`src/design/nrt_ram.sv`:
```
module nrt_ram
#(
    parameter int WIDTH = 32,
    parameter int DEPTH = 64
)
(
    input  logic                              clk,
    input  logic                              we,
    input  logic [(DEPTH > 1 ? $clog2(DEPTH) : 1)-1:0] waddr,
    input  logic [WIDTH-1:0]                  wdata,
    input  logic [(DEPTH > 1 ? $clog2(DEPTH) : 1)-1:0] raddr,
    output logic [WIDTH-1:0]                  rdata
);
    logic [WIDTH-1:0] mem [DEPTH];

    always_ff @(posedge clk)
    begin
        if (we)
        begin
            mem[waddr] <= wdata;
        end
        rdata <= mem[raddr];
    end
endmodule

```
`config.mk`:
```
export PLATFORM = sky130hd
export DESIGN_NAME = nrt_ram
export DESIGN_NICKNAME = d
export VERILOG_FILES = /design/src/design/nrt_ram.sv
export SDC_FILE = /design/constraint.sdc
export NUM_CORES = 2
export LEC_CHECK = 0
export ABC_AREA = 1
export BUFFER_PORTS_ARGS = -buffer_cell sky130_fd_sc_hd__buf_2
export CAP_MARGIN = 20
export CELL_PAD_IN_SITES_DETAIL_PLACEMENT = 1
export CELL_PAD_IN_SITES_GLOBAL_PLACEMENT = 1
export CORE_MARGIN = 8
export CORE_UTILIZATION = 30
export DETAILED_ROUTE_END_ITERATION = 10
export PLACE_DENSITY_LB_ADDON = 0.05
export SLEW_MARGIN = 20
export SYNTH_ARGS = -nofsm -noshare
export SYNTH_HDL_FRONTEND = slang
export SYNTH_SLANG_ARGS = --single-unit
```
`constraint.sdc`:
```
create_clock -name clk -period 4.73 [get_ports clk]
set_input_delay 0 -clock clk [delete_from_list [all_inputs] [get_ports clk]]
set_output_delay 0 -clock clk [all_outputs]
set_load 0.005 [all_outputs]
```
# Word level (Yosys, flattened, before mapping)
# Memories as Yosys holds them, arrays and structs flattened. A register that Yosys moved wholly into a read port is not among the register bits.
# Index checks and enable logic that the tools add are counted.
# totals
register_bits	0
ramBits	2048
inputBits	46
out_inout_bits	32
word_cells	3
memories	1
# op_classes
mux	2
# memory_table
memory	words	word_bits	read_ports	rd_ports_with_merged_regs	wr	line_no	text
mem	64	32	1	1	1	14	logic [WIDTH-1:0] mem [DEPTH];
# op_table
cell	n
1-bit two-way mux	2

# Logic depth before layout (Yosys ltp)
# depth
depth_word	2
ltp_mapped	13
ltp_nobuf	9

# Worst setup path after synthesis
# Ideal clock, no wire load.
# synth_path
path_kind	in2reg
from	in we
to	mem mem[48][0] (enable)
setup_ns	0.502
arrival_ns	3.628
t_required_ns	4.228
slack_ns	0.600
path_stages	3
path_buffers	1
cell_sequence	clkbuf_1 -> nand4_1 -> nor4_1
# synth_between
elab_chain_len	2
# synth_rtl
item	line_no	text
start: declaration	8	input logic we,
1-bit two-way mux	18	if (we)
1-bit two-way mux (implied by the code)	20	mem[waddr] <= wdata;
end: declaration	14	
# No other way between the ends.

==> flow_summary_export.csv <==
group,metric,value,unit
synthesis,synth_warnings,0,
synthesis,syn_inst,6769,
synthesis,ys_seq_elements,2080,
placed_design,portBuffers,77,
power_and_ir_drop,ir_worst_vdd,0.288,mV
drt,vias_per_cell,5.01,
synthesis,netlist_area,82700,µm²
sta,slew_headroom,28.3,%
drt,post-route-drc-count,0,
drt,wl_per_cell,27.9,µm
synthesis,postSynthAreaPerCell,12.2,µm²
min_path,min_path_type,"input port to register",
sta,rsz0062_at_grt,"false",
sta,final.setup.tns,0,ps
placed_design,dpl_cell_area,88400,µm²
clocking,ctsHoldBuffers,48,
layout,n_fill_cell,29123,
placed_design,dp_hpwl,165,mm
placed_design,dp.cells,10312,
global_routing,grtUsageTotal,20.0,%
run_status,outcome,"complete, no violations",
worst_setup_path,endpoint_kind,"register",
clocking,numCtsBuffers,240,
drt,drt_wl_total,301,mm
power_and_ir_drop,p_per_area,418,nW/µm²
clocking,cts_tree,"built",
floorplan,die-area,293000,µm²
clocking,root_buffer,"clkbuf_16",
drt,first_iter_violations,3522,
job,drv_cap,0,
layout,final_cells,10787,
placed_design,routabilityCongestion,0.743,
layout,fin_nets,6944,
clocking,clk_path_buf_depth,4,
power_and_ir_drop,cellLeakagePower,0.0331,µW
layout,drive_gt1_share,9.13,%
drt,antenna_left,0,
clocking,clock_latency,890,ps
global_routing,first_global_vias,55035,
sta,worst_pin_slew,1070,ps
global_routing,antenna_found_initial,11,
clocking,postCtsResizedCells,0,
synthesis,synth_top_area_share,74.3,%
sta,fmax,343,MHz
synthesis,synth_edf_count,2048,
worst_setup_path,cp.arrival,3740,ps
sta,setup_viol,0,
layout,fin_area,95900,µm²
global_routing,grt-ovfl-total,0,
synthesis,ys.flop_type,"edfxtp_1",
worst_setup_path,cp.required,5550,ps
sta,fin_skew,42.4,ps
synthesis,ys_seq_area_share,75.1,%
floorplan,fp-row-count,193,
synthesis,synth.most_common_cell,"nand2_1",
worst_setup_path,crit_path_start_kind,"input port",
clocking,post_cts_buffers,0,
sta,hold_viol_final,0,
floorplan,die_height,541,µm
sta,period_minus_slack,2920,ps
floorplan,die_w,541,µm
layout,syn2layout_area_growth,15.9,%
worst_setup_path,crit_type,"input port to register",
drt,vias,54007,
clocking,htreeDepth,4,
synthesis,yosys-top-cells-count,"nand2_1, edfxtp_1, nand3_1, buf_2, clkbuf_1",
synthesis,syn-num-nets,6815,
synthesis,synth_area_leaders,"edfxtp_1, nand3_1, nand2_1",
synthesis,yosysTopAreaCell,"edfxtp_1",
worst_setup_path,crit_fanout,171,
global_routing,grt_pass1_wl,428,mm
floorplan,coreArea,276000,µm²
drt,dr.pass1.iters,5,
clocking,cts.clk_slew.worst_paths,60,ps
sta,fin_crit_sh,61.7,%
clocking,clock-sinks,2080,
floorplan,ios,78,
global_routing,grt_max_degree,172,
synthesis,async_flop_share,0,%
sta,drv_slew,0,
synthesis,ys_types,16,
floorplan,initial_core_util,30.0,%
-- state kept, by name (all words and copies together) (netlist names) --
signal	cells
mem	2048
rdata	32
-- through the flow --
step	hold WS [ps]	total power, µW	worst slack, ps	utilization (%)
2_1_floorplan	98.9	22100	600	-
5_1_grt	59.0	41500	1630	34.8
3_5_place_dp	320	23500	1630	32.1
6_report	71.6	40100	1810	34.8
3_3_place_gp	314	23500	1620	32.0
4_1_cts	0.528	40700	1890	34.8
-- cell type report --
| type | count | area, µm² | share of cell area, % |
|---|---|---|---|
| Sequential cell | 2080 | 62100 | 64.8 |
| Tap cell | 3705 | 4640 | 4.83 |
| Multi-Input combinational cell | 4228 | 18800 | 19.6 |
| Clock inverter | 84 | 402 | 0.419 |
| Inverter | 12 | 86.3 | 0.0900 |
| Antenna cell | 5 | 12.5 | 0.0130 |
| Clock buffer | 337 | 6580 | 6.86 |
| Timing Repair Buffer | 336 | 3270 | 3.41 |
-- power by group --
part	total [µW]	internal [µW]	switching (µW)	leakage (µW)
registers	20500	20400	88.6	0.0187
clock network	17100	9610	7450	0.00341
logic	2560	615	1950	0.0110
total	40100	30600	9480	0.0331
-- placed cells by master, fill, tap and decap left out --
| master | count |
|---|---|
| nor2_4 | 56 |
| dfxtp_1 | 32 |
| edfxtp_1 | 2048 |
| clkinv_1 | 52 |
| nand2_1 | 2248 |
| nand4_1 | 9 |
| bufinv_16 | 1 |
| clkbuf_16 | 244 |
| clkbuf_8 | 13 |
| inv_4 | 1 |
| inv_8 | 3 |
| nor4_4 | 1 |
| dlygate4sd3_1 | 48 |
| buf_16 | 4 |
| diode_2 | 5 |
| buf_4 | 161 |
| clkinv_2 | 27 |
| buf_8 | 3 |
| buf_2 | 64 |
| clkbuf_1 | 81 |
| inv_2 | 1 |
| clkinv_8 | 1 |
| inv_1 | 6 |
| inv_16 | 1 |
| nand3_1 | 1907 |
| inv_6 | 2 |
| buf_12 | 54 |
| clkinvlp_4 | 1 |
| nor4_2 | 7 |
| buf_6 | 1 |
-- worst max-delay path, cell delays in order --
cell,delay [ps]
dlygate4sd3_1,570
buf_8,240
inv_16,670
buf_4,630
nand2_1,110
nand3_1,110
nand3_1,100
nand3_1,110
nand3_1,180
nand2_1,120
nand2_1,60
dlygate4sd3_1,560
nand2_1,60
-- logic make-up (layout without fill, tap and decap cells) --
logic type | Yosys count | in the layout | share of synthesized area, %
DFF | 2080 | 2080 | 75.1
buffers and inverters | 461 | 769 | 2.78
other | 0 | 5 | 0
and+or+nand+nor | 4228 | 4228 | 22.1
-- layer usage --
metal	wire [µm]	share of wire, %	GRT usage, %
met1	141000	47	28.1
met2	144000	48	33.6
met3	9510	3.2	2.02
met4	7050	2.3	4.70
met5	0	0	0
-- final timing paths --
check / from / end / slack, ps / cells after the start
max: raddr[0] / rdata[30] / 1810 / 13
min reg2reg: mem[4][18] / rdata[18] / 810 / 8
min: wdata[26] / mem[27][26] / 70 / 2
max reg2reg: mem[24][16] / rdata[16] / 2840 / 8
No activity file was read; power rests on OpenSTA's default activity.
